$ cat config.mk
export PLATFORM = sky130hd
export DESIGN_NAME = sha256_stream_hasher
export DESIGN_NICKNAME = d
export VERILOG_FILES = /design/src/hw/rtl/shs_pkg.sv /design/src/hw/rtl/sha256_stream_hasher.sv /design/src/hw/rtl/shs_round.sv /design/src/hw/rtl/shs_sched.sv
export VERILOG_INCLUDE_DIRS = /design/src /design/src/hw/rtl
export SDC_FILE = /design/constraint.sdc
export NUM_CORES = 2
export LEC_CHECK = 0
export BUFFER_PORTS_ARGS = -buffer_cell sky130_fd_sc_hd__clkbuf_2
export CAP_MARGIN = 15
export CORE_MARGIN = 10
export CORE_UTILIZATION = 56
export CTS_CLUSTER_DIAMETER = 100
export CTS_CLUSTER_SIZE = 20
export DETAILED_ROUTE_END_ITERATION = 16
export HOLD_SLACK_MARGIN = 0.12
export PLACE_DENSITY = 0.74
export SLEW_MARGIN = 20
export SYNTH_ARGS = -nofsm -noshare
export SYNTH_HDL_FRONTEND = slang
export SYNTH_SLANG_ARGS = --single-unit
$ cat constraint.sdc
create_clock -name clock -period 11.9 [get_ports clock]
set_clock_uncertainty 0.05 [all_clocks]
set_input_delay 1.785 -clock clock [delete_from_list [all_inputs] [get_ports clock]]
set_output_delay 1.785 -clock clock [all_outputs]
set_load 0.02 [all_outputs]
$ cat src/hw/rtl/sha256_stream_hasher_assert.svh
// assertion macros for the sha-256 stream hasher
`ifndef SHA256_STREAM_HASHER_ASSERT_SVH
`define SHA256_STREAM_HASHER_ASSERT_SVH

// condition holds in the same cycle as the trigger
`define SHS_ASSERT_SAME(label, clk, rst, ante, cons, msg) \
   label: assert property (@(posedge clk) disable iff (rst) (ante) |-> (cons)) \
      else $error(msg);

// condition holds in the cycle after the trigger
`define SHS_ASSERT_NEXT(label, clk, rst, ante, cons, msg) \
   label: assert property (@(posedge clk) disable iff (rst) (ante) |=> (cons)) \
      else $error(msg);

`endif

$ cat src/hw/rtl/shs_pkg.sv
// shared types, constants and sha-256 functions for the stream hasher
package shs_pkg;

   typedef logic [31:0] word_type;
   // element 0 is word a, element 7 is word h
   typedef logic [7:0][31:0] hash_type;

   typedef enum logic [2:0] {
      ST_IDLE,
      ST_ROUND,
      ST_FOLD,
      ST_PAD,
      ST_SEND
   } state_type;

   typedef struct packed {
      logic       wr_en;
      logic       shift;
      logic [5:0] wr_ptr;
      logic [7:0] wr_byte;
   } sched_ctrl_type;

   localparam hash_type HASH_INIT = {
      32'h5be0cd19, 32'h1f83d9ab, 32'h9b05688c, 32'h510e527f,
      32'ha54ff53a, 32'h3c6ef372, 32'hbb67ae85, 32'h6a09e667
   };

   localparam logic [5:0] LAST_ROUND = 6'd63;
   localparam logic [5:0] LAST_BYTE  = 6'd63;
   localparam logic [5:0] LEN_START  = 6'd56;
   localparam logic [7:0] PAD_MARK   = 8'h80;
   localparam logic [2:0] LAST_WORD  = 3'd7;

   function automatic word_type big_sig0(input word_type x);
      return {x[1:0], x[31:2]} ^ {x[12:0], x[31:13]} ^ {x[21:0], x[31:22]};
   endfunction

   function automatic word_type big_sig1(input word_type x);
      return {x[5:0], x[31:6]} ^ {x[10:0], x[31:11]} ^ {x[24:0], x[31:25]};
   endfunction

   function automatic word_type small_sig0(input word_type x);
      return {x[6:0], x[31:7]} ^ {x[17:0], x[31:18]} ^ {3'b000, x[31:3]};
   endfunction

   function automatic word_type small_sig1(input word_type x);
      return {x[16:0], x[31:17]} ^ {x[18:0], x[31:19]} ^ {10'b0, x[31:10]};
   endfunction

   function automatic word_type round_k(input logic [5:0] idx);
      word_type k;
      unique case (idx)
         6'd0:  k = 32'h428a2f98;  6'd1:  k = 32'h71374491;
         6'd2:  k = 32'hb5c0fbcf;  6'd3:  k = 32'he9b5dba5;
         6'd4:  k = 32'h3956c25b;  6'd5:  k = 32'h59f111f1;
         6'd6:  k = 32'h923f82a4;  6'd7:  k = 32'hab1c5ed5;
         6'd8:  k = 32'hd807aa98;  6'd9:  k = 32'h12835b01;
         6'd10: k = 32'h243185be;  6'd11: k = 32'h550c7dc3;
         6'd12: k = 32'h72be5d74;  6'd13: k = 32'h80deb1fe;
         6'd14: k = 32'h9bdc06a7;  6'd15: k = 32'hc19bf174;
         6'd16: k = 32'he49b69c1;  6'd17: k = 32'hefbe4786;
         6'd18: k = 32'h0fc19dc6;  6'd19: k = 32'h240ca1cc;
         6'd20: k = 32'h2de92c6f;  6'd21: k = 32'h4a7484aa;
         6'd22: k = 32'h5cb0a9dc;  6'd23: k = 32'h76f988da;
         6'd24: k = 32'h983e5152;  6'd25: k = 32'ha831c66d;
         6'd26: k = 32'hb00327c8;  6'd27: k = 32'hbf597fc7;
         6'd28: k = 32'hc6e00bf3;  6'd29: k = 32'hd5a79147;
         6'd30: k = 32'h06ca6351;  6'd31: k = 32'h14292967;
         6'd32: k = 32'h27b70a85;  6'd33: k = 32'h2e1b2138;
         6'd34: k = 32'h4d2c6dfc;  6'd35: k = 32'h53380d13;
         6'd36: k = 32'h650a7354;  6'd37: k = 32'h766a0abb;
         6'd38: k = 32'h81c2c92e;  6'd39: k = 32'h92722c85;
         6'd40: k = 32'ha2bfe8a1;  6'd41: k = 32'ha81a664b;
         6'd42: k = 32'hc24b8b70;  6'd43: k = 32'hc76c51a3;
         6'd44: k = 32'hd192e819;  6'd45: k = 32'hd6990624;
         6'd46: k = 32'hf40e3585;  6'd47: k = 32'h106aa070;
         6'd48: k = 32'h19a4c116;  6'd49: k = 32'h1e376c08;
         6'd50: k = 32'h2748774c;  6'd51: k = 32'h34b0bcb5;
         6'd52: k = 32'h391c0cb3;  6'd53: k = 32'h4ed8aa4a;
         6'd54: k = 32'h5b9cca4f;  6'd55: k = 32'h682e6ff3;
         6'd56: k = 32'h748f82ee;  6'd57: k = 32'h78a5636f;
         6'd58: k = 32'h84c87814;  6'd59: k = 32'h8cc70208;
         6'd60: k = 32'h90befffa;  6'd61: k = 32'ha4506ceb;
         6'd62: k = 32'hbef9a3f7;  6'd63: k = 32'hc67178f2;
      endcase
      return k;
   endfunction

endpackage

$ cat src/hw/rtl/sha256_stream_hasher.sv
// sha-256 stream hasher top level: byte intake, padding, round sequencer, digest output
//
//  channel  dir  handshake                tdata             tuser          tlast
//  req_     in   req_tvalid/req_tready    data_byte [7:0]   byte_present   end_of_message
//  rsp_     out  rsp_tvalid/rsp_tready    digest_word       word_number    last_word
//
// byte words are taken one per cycle while idle; the 64th byte of a block starts compression (64 rounds
// through the single round unit, then the hash fold)
// an end mark adds the padding fill, one byte per cycle from the mark to the block end,
// then the compression, twice when the padding spills over
// the eight digest words then leave one per accepted rsp_ word; rsp_tready low holds them
// req_tready is high only while idle; reset is synchronous and loads the initial hash
`include "sha256_stream_hasher_assert.svh"

module sha256_stream_hasher (
   input  logic        clock,
   input  logic        reset,
   input  logic        req_tvalid,
   output logic        req_tready,
   input  logic [7:0]  req_tdata,   // [7:0] data_byte
   input  logic        req_tuser,   // [0] byte_present
   input  logic        req_tlast,   // end_of_message
   output logic        rsp_tvalid,
   input  logic        rsp_tready,
   output logic [31:0] rsp_tdata,   // [31:0] digest_word
   output logic [2:0]  rsp_tuser,   // [2:0] word_number
   output logic        rsp_tlast    // last_word
);
   import shs_pkg::*;

   // control and hash state
   state_type   state_ff,  state_in;
   hash_type    hash_ff,   hash_in;
   hash_type    work_ff,   work_in;
   logic [60:0] cnt_ff,    cnt_in;     // message bytes, wraps at 2^61
   logic [5:0]  rnd_ff,    rnd_in;
   logic [5:0]  ptr_ff,    ptr_in;     // padding write position
   logic        pad_ff,    pad_in;     // end mark taken, digest pending
   logic        first_ff,  first_in;   // next padding byte is the 0x80 mark
   logic        final_ff,  final_in;   // current padding block carries the length
   logic [2:0]  widx_ff,   widx_in;    // digest word being sent

   sched_ctrl_type sched_ctrl;
   word_type       w_cur;
   hash_type       round_out;

   logic [5:0]  pos;
   logic [5:0]  pad_start;
   logic [63:0] len_bits;
   logic [7:0]  len_byte;
   logic [7:0]  pad_byte;

   shs_sched u_sched (
      .clock (clock),
      .ctrl  (sched_ctrl),
      .w_cur (w_cur)
   );

   shs_round u_round (
      .v      (work_ff),
      .k      (round_k(rnd_ff)),
      .w      (w_cur),
      .v_next (round_out)
   );

   // padding byte: the mark, then zeros, then the big-endian bit length in the last eight
   always_comb begin
      pos       = cnt_ff[5:0];
      pad_start = req_tuser ? (pos + 6'd1) : pos;
      len_bits  = {cnt_ff, 3'b000};
      len_byte  = len_bits[{~ptr_ff[2:0], 3'b000} +: 8];
      if (first_ff) begin
         pad_byte = PAD_MARK;
      end else if (final_ff && (ptr_ff >= LEN_START)) begin
         pad_byte = len_byte;
      end else begin
         pad_byte = 8'h00;
      end
   end

   always_comb begin
      state_in = state_ff;
      hash_in  = hash_ff;
      work_in  = work_ff;
      cnt_in   = cnt_ff;
      rnd_in   = rnd_ff;
      ptr_in   = ptr_ff;
      pad_in   = pad_ff;
      first_in = first_ff;
      final_in = final_ff;
      widx_in  = widx_ff;

      sched_ctrl = '{wr_en: 1'b0, shift: 1'b0, wr_ptr: pos, wr_byte: req_tdata};

      req_tready = 1'b0;
      rsp_tvalid = 1'b0;
      rsp_tdata  = hash_ff[widx_ff];
      rsp_tuser  = widx_ff;
      rsp_tlast  = (widx_ff == LAST_WORD);

      unique case (state_ff)
         ST_IDLE: begin
            req_tready = 1'b1;
            if (req_tvalid) begin
               if (req_tuser) begin
                  sched_ctrl.wr_en = 1'b1;
                  cnt_in = cnt_ff + 61'd1;
               end
               pad_in   = req_tlast;
               first_in = 1'b1;
               if (req_tuser && (pos == LAST_BYTE)) begin
                  // block full: compress first; on an end mark the padding follows in a fresh block
                  state_in = ST_ROUND;
                  work_in  = hash_ff;
                  rnd_in   = '0;
                  final_in = 1'b0;
               end else if (req_tlast) begin
                  state_in = ST_PAD;
                  ptr_in   = pad_start;
                  final_in = (pad_start < LEN_START);
               end
            end
         end

         ST_PAD: begin
            sched_ctrl.wr_en   = 1'b1;
            sched_ctrl.wr_ptr  = ptr_ff;
            sched_ctrl.wr_byte = pad_byte;
            first_in = 1'b0;
            ptr_in   = ptr_ff + 6'd1;
            if (ptr_ff == LAST_BYTE) begin
               state_in = ST_ROUND;
               work_in  = hash_ff;
               rnd_in   = '0;
            end
         end

         ST_ROUND: begin
            sched_ctrl.shift = 1'b1;
            work_in = round_out;
            rnd_in  = rnd_ff + 6'd1;
            if (rnd_ff == LAST_ROUND) begin
               state_in = ST_FOLD;
            end
         end

         ST_FOLD: begin
            for (int i = 0; i < 8; i++) begin
               hash_in[i] = hash_ff[i] + work_ff[i];
            end
            priority if (!pad_ff) begin
               state_in = ST_IDLE;
            end else if (final_ff) begin
               state_in = ST_SEND;
               widx_in  = '0;
            end else begin
               // padding spills over: one more block holding zeros and the length, led by the mark if still due
               state_in = ST_PAD;
               ptr_in   = '0;
               final_in = 1'b1;
            end
         end

         ST_SEND: begin
            rsp_tvalid = 1'b1;
            if (rsp_tready) begin
               widx_in = widx_ff + 3'd1;
               if (widx_ff == LAST_WORD) begin
                  state_in = ST_IDLE;
                  hash_in  = HASH_INIT;
                  cnt_in   = '0;
                  pad_in   = 1'b0;
               end
            end
         end

         default: begin
            state_in = ST_IDLE;
         end
      endcase
   end

   always_ff @(posedge clock) begin
      if (reset) begin
         state_ff <= ST_IDLE;
         hash_ff  <= HASH_INIT;
         cnt_ff   <= '0;
         rnd_ff   <= '0;
         ptr_ff   <= '0;
         pad_ff   <= 1'b0;
         first_ff <= 1'b0;
         final_ff <= 1'b0;
         widx_ff  <= '0;
      end else begin
         state_ff <= state_in;
         hash_ff  <= hash_in;
         cnt_ff   <= cnt_in;
         rnd_ff   <= rnd_in;
         ptr_ff   <= ptr_in;
         pad_ff   <= pad_in;
         first_ff <= first_in;
         final_ff <= final_in;
         widx_ff  <= widx_in;
      end
   end

   always_ff @(posedge clock) begin
      work_ff <= work_in;
   end

   // input and output sides never open together
   `SHS_ASSERT_SAME(a_ready_excl, clock, reset, req_tready, !rsp_tvalid,
      "ready while sending digest")
   // after the last digest word the next message starts from a fresh state
   `SHS_ASSERT_NEXT(a_fresh_state, clock, reset, rsp_tvalid && rsp_tready && rsp_tlast,
      (hash_ff == HASH_INIT) && (cnt_ff == '0) && !pad_ff,
      "state not restored after digest")
   // the final round always hands over to the hash fold
   `SHS_ASSERT_NEXT(a_round_to_fold, clock, reset,
      (state_ff == ST_ROUND) && (rnd_ff == LAST_ROUND), state_ff == ST_FOLD,
      "last round not followed by fold")

endmodule

$ cat src/hw/rtl/shs_round.sv
// one sha-256 compression round, shared over all 64 rounds of a block
module shs_round (
   input  shs_pkg::hash_type v,
   input  shs_pkg::word_type k,
   input  shs_pkg::word_type w,
   output shs_pkg::hash_type v_next
);
   import shs_pkg::*;

   word_type ch;
   word_type maj;
   word_type t1;
   word_type t2;

   always_comb begin
      ch  = (v[4] & v[5]) ^ (~v[4] & v[6]);
      maj = (v[0] & v[1]) ^ (v[0] & v[2]) ^ (v[1] & v[2]);
      t1  = v[7] + big_sig1(v[4]) + ch + k + w;
      t2  = big_sig0(v[0]) + maj;
      v_next[7] = v[6];
      v_next[6] = v[5];
      v_next[5] = v[4];
      v_next[4] = v[3] + t1;
      v_next[3] = v[2];
      v_next[2] = v[1];
      v_next[1] = v[0];
      v_next[0] = t1 + t2;
   end

endmodule

$ cat src/hw/rtl/shs_sched.sv
// block buffer and message schedule as a 16-word sliding window
module shs_sched (
   input  logic                   clock,
   input  shs_pkg::sched_ctrl_type ctrl,
   output shs_pkg::word_type       w_cur
);
   import shs_pkg::*;

   word_type win_ff [16];
   word_type win_in [16];
   word_type w_new;

   always_comb begin
      w_new = small_sig1(win_ff[14]) + win_ff[9] + small_sig0(win_ff[1]) + win_ff[0];
      win_in = win_ff;
      if (ctrl.shift) begin
         for (int i = 0; i < 15; i++) begin
            win_in[i] = win_ff[i + 1];
         end
         win_in[15] = w_new;
      end else if (ctrl.wr_en) begin
         // byte 0 of a word is its most significant byte
         win_in[ctrl.wr_ptr[5:2]][{~ctrl.wr_ptr[1:0], 3'b000} +: 8] = ctrl.wr_byte;
      end
   end

   always_ff @(posedge clock) begin
      win_ff <= win_in;
   end

   assign w_cur = win_ff[0];

endmodule

## Word-level counts from Yosys, hierarchy flattened

Memories as Yosys holds them, arrays and structs flattened. A register that Yosys moved wholly into a read port is not among the register bits.
Cells that the tools add are included.

| word-level totals | value |
|---|---|
| bits of input ports | 14 |
| flip-flop bits (word level) | 1106 |
| output and inout bits | 38 |
| ROM bits | 2048 |
| word-level logic and storage cells | 200 |
| memories | 1 |

Memories:

| memory | depth | bits a word | rd ports | clocked after Yosys merged registers in | write ports | RTL line | RTL |
|---|---|---|---|---|---|---|---|
| (no name shown) | 64 | 32 | 1 | 1 | 0 | shs_pkg.sv:52 | `unique case (idx)` |

| operators by class | value |
|---|---|
| mux-type cells | 66 |
| eq/ne operators | 21 |
| shift operators | 3 |
| reduce and logical (&&, ||, !) cells | 20 |
| bitwise operators | 20 |
| $add $sub $neg | 24 |
| order comparisons | 5 |

Operators by type and width:

| cell | count |
|---|---|
| two-way mux 256 bit | 5 |
| two-way mux 512 bit | 2 |
| one-hot mux 256 bit (3 select lines) | 1 |
| adder 32 bit | 18 |
| bitwise mux 512 bit | 1 |
| one-hot mux 256 bit (2 select lines) | 1 |
| XOR 32 bit | 9 |
| two-way mux 61 bit | 4 |
| bitwise AND 32 bit | 5 |
| demux 32 bit (select 4 bit) | 1 |
| one-hot mux 61 bit (2 select lines) | 1 |
| binary-select mux 32 bit (select 3 bit) | 1 |
| two-way mux 6 bit | 11 |
| two-way mux 32 bit | 2 |
| variable part select 64 x 7 -> 8 bit | 1 |
| adder 61 x 1 -> 61 bit, second input constant | 1 |
| two-way mux 3 bit | 12 |
| one-hot mux 6 bit (3 select lines) | 2 |
| NOT 32 bit | 1 |
| variable shift 8 x 7 -> 32 bit, first input constant | 1 |
| variable part select 8 x 7 -> 32 bit | 1 |
| XOR 32 x 22 -> 32 bit | 1 |
| XOR 32 x 29 -> 32 bit | 1 |
| != test 2 bit, second input constant | 12 |
| other kinds (31) | 64 |

## Depth between registers and ports, before layout

| logic depth | value |
|---|---|
| word-level depth | 13 |
| gate-level depth with buffers | 37 |
| mapped depth without buffers | 36 |

## Hierarchy

From an unflattened synthesis, not the netlist that was laid out.

| unflattened totals | value |
|---|---|
| cells, all modules | 8591 |
| area, all modules | 77652.0 µm² |

By module, submodules not included:

| module | area each (µm²) | cells an instance | times used | seq. area each (µm²) |
|---|---|---|---|---|
| sha256_stream_hasher | 40996.8 | 4881 | 1 | 15094.5 |
| shs_sched | 25519.5 | 2331 | 1 | 15374.7 |
| shs_round | 11135.7 | 1379 | 1 | 0.0 |

## Worst setup path after synthesis

No wires, ideal clock.

| path | value |
|---|---|
| path kind | register -> register |
| start | reg work_ff[140] (netlist name) |
| end | reg work_ff[30] (netlist name), data pin |
| buffers on the path | 1 |
| arrival | 7312 ps |
| stages on the path, launching flop included | 36 |
| period minus slack after synthesis | 7629 ps |
| slack | 4271 ps |
| setup time | 267 ps |
| required time | 11583 ps |
| cell sequence | edfxtp_1 -> clkbuf_1 -> xor2_1 -> xnor2_1 -> fa_1 -> fa_1 -> fa_1 -> inv_1 -> ha_1 -> fa_1 -> a21oi_1 -> o2111ai_1 -> a21o_1 -> a21oi_1 -> nand2b_1 -> a21oi_1 -> o21a_1 -> o21ai_0 -> nand2b_1 -> a21oi_1 -> o21bai_1 -> xnor2_1 -> fa_1 -> inv_1 -> ha_1 -> a21oi_1 -> o21ai_0 -> a21o_1 -> a21o_1 -> a2bb2oi_1 -> a21oi_1 -> a41oi_1 -> a21oi_1 -> a221oi_1 -> xor2_1 -> o21ai_0 |

RTL lines:

| item | RTL line | RTL |
|---|---|---|
| from (decl) | sha256_stream_hasher.sv:34 | `hash_type work_ff, work_in;` |
| from (signal assigned) | sha256_stream_hasher.sv:208 | `work_ff <= work_in;` |

==> run metrics <==
Final Critical Period=9.01 ns; top cells by area, synth=edfxtp_1 (31%), dfxtp_1 (9.8%), ha_1 (6.6%), nand2_1 (6.3%), fa_1 (5.2%); Sink Count=about 1100; Core Footprint=134000 µm²; Synth cell types=96; Clk Latency, worst-skew pair=0.72 ns; First-pass DRT Iterations=6; P&R area growth vs syn=4.90%; Mean Syn Cell Area=about 9.5 µm²; status=completed; Setup TNS=0 ns; share of layout cells above drive strength 1=5.67%; nets=between 8000 and 9000; Worst Path Buf+Inv=2; clk buf depth=3; number of flops mapped to enable cells by yosys=768; main flop type after synthesis=edfxtp_1; RePlAce Congestion=a little over 1; Fmax achieved=around 0.11 GHz; initial antenna violation count=4; Hold Path Class=reg2reg; Final Max Slew Viols=0; Initial Utilization=between 50 and 60%; biggest area consumer among synthesized cells=edfxtp_1; first-pass GRT wire length=375000 µm; total I/O pin count=52; cell family with most CP delay=compound AO/OA/AOI/OAI gates; WL/cell=26.6 µm; pin count of the biggest net entering global routing=about 240; via count=between 60000 and 70000; placed insts=approximately 9400; Mapped Cells=between 7000 and 8000; Worst Tran Pin Value=approximately 1.2 ns; CTS tree=yes; DR vias/cell=roughly 6.5; synthesized area=roughly 75000 µm²; Initial DRC Count=7795; vias in the first global route=59300; Worst EP arrival=9.41 ns; Final period util=75.7%; Clock Tree Root=clkbuf_16; Slew HR=19.3%; post-synth top area share=between 30 and 40%; Die W=between 300 and 400 µm; Final Hold Viols=0; Max Cap Viol=0; drt total wl=~250000 µm; Critical Path RT=12.30 ns; Yosys reg bits=roughly 1100; Crit path largest cell delay=0.54 ns; GRT overflow=0; clock-pin slew on the worst setup and hold paths=0.10 ns; post-CTS sizing=0; Crit path top cell by count=a21oi_1; sequential fraction of the synthesis area=around 40%; die height=just under 400 µm; total CTS buffers=70; Mapped Nets=~8600; hold buffers post-CTS=0; Slowest cell on crit path=edfxtp_1; Finished Cell Area=79200 µm²; WS Path Type=reg2reg; DP HPWL=between 150000 and 200000 µm; Setup crit start kind=flop; Setup crit end kind=flop; Post-synth ARST share=0%; # DRC=0; Die Area=150000 µm²; layout filler cell count=11400; worst-path fanout max=6; total track usage=32.5%; num rows=134; H-tree Lvls=3; Setup Viol. Count Final=0; post-CTS setup buffers=0; unrepaired setup endpoints after global routing=false; Yosys warning total=0; port bufs=51; dpl cell area=77100 µm²; Non-Filler Instances=9543; post-route ant nets=0
placed cells by master (no fill, tap or decap), types with 43 or more instances in the layout:
cell and instances:
and3_1 51, a22o_1 301, mux4_2 80, nor2b_1 44, or3_1 52, o21a_1 55
dfxtp_1 367, fa_1 195, a211oi_1 44, nand2_1 1269, mux2_2 61, clkbuf_16 70
inv_1 425, ha_1 401, nor3_1 89, clkbuf_2 50, nor2_1 527, o21ai_0 565
edfxtp_1 768, xor2_1 229, a22oi_1 60, o22ai_1 111, buf_4 80, a31oi_1 64
nand2b_1 70, a21o_1 210, nand3_1 105, a21oi_1 467, xnor2_1 378, o21bai_1 43
Yosys cell counts, types with 210 or more instances:
cell and count:
a21o_1 210, a21oi_1 468, a22o_1 301, clkbuf_1 382, dfxtp_1 370, edfxtp_1 768
ha_1 401, inv_1 425, nand2_1 1275, nor2_1 541, o21ai_0 567, xnor2_1 378
xor2_1 229
registers in the layout (all words and copies together), names as in the netlist:
signal and flops:
u_sched.win_ff 480, hash_ff 256, work_ff 256, cnt_ff 61
u_round.k 32, u_sched.w_cur 32, ptr_ff 6, rnd_ff 6
rsp_tuser 3, state_ff 3, final_ff 1, first_ff 1
pad_ff 1
worst paths after layout:
check                     from           to  slack (ns)  cells past startpoint
setup / recovery  work_ff[135]  work_ff[30]        2.89                     34
hold / removal        first_ff     first_ff        0.43                      2
setup reg to reg  work_ff[135]  work_ff[30]        2.89                     34
hold reg to reg       first_ff     first_ff        0.43                      2
cell families (layout without fill, tap and decap cells):
family          after synthesis  after routing  share of synthesized area [%]
fa+ha+maj                   600            600                           11.9
mux                         161            161                           3.56
other cells                   0              1                              0
compound gates             2227           2227                           19.4
flops                      1138           1138                           40.4
buf+inv                     864            677                           4.36
simple gates               2362           2362                           13.4
xor+xnor                    609            609                           7.09
metrics by stage:
step	hold WS (ns)	setup WS, ns	util (%)
after floorplan	0.391	4.27	-
after global placement	0.404	3.08	57.7
after detailed placement	0.410	3.02	57.7
after CTS	0.423	2.99	59.2
after global routing	0.469	2.42	59.3
final	0.431	2.89	59.3
layout make-up:
class	instances	area [µm²]	share of cell area (%)
Timing Repair Buffer	133	911	1.15
Antenna cell	1	2.50	0.00316
Clock inverter	16	249	0.314
Clock buffer	93	1840	2.32
Tap cell	1768	2210	2.79
Sequential cell	1138	30500	38.5
Multi-Input combinational cell	5959	41900	52.9
Inverter	435	1640	2.08
per-layer routing:
layer	up-vias	part of all wire, %	global-route usage [%]	wire (µm)
li1	28100	-	-	-
met5	-	0.0071	0	18
met1	30300	38	41.5	97900
met2	3332	46	52.6	117000
met3	685	8.5	4.58	21600
met4	2	7.0	19.1	17800
tightest hold or removal path, cell delays in order (launching register included):
cell	delay (ns)
dfxtp_1	0.33
nand2_1	0.06
a21oi_1	0.05
Power is left out: the tool's default activity adds up to more than one toggle a clock period on the data nets, which glitch-free logic cannot reach.
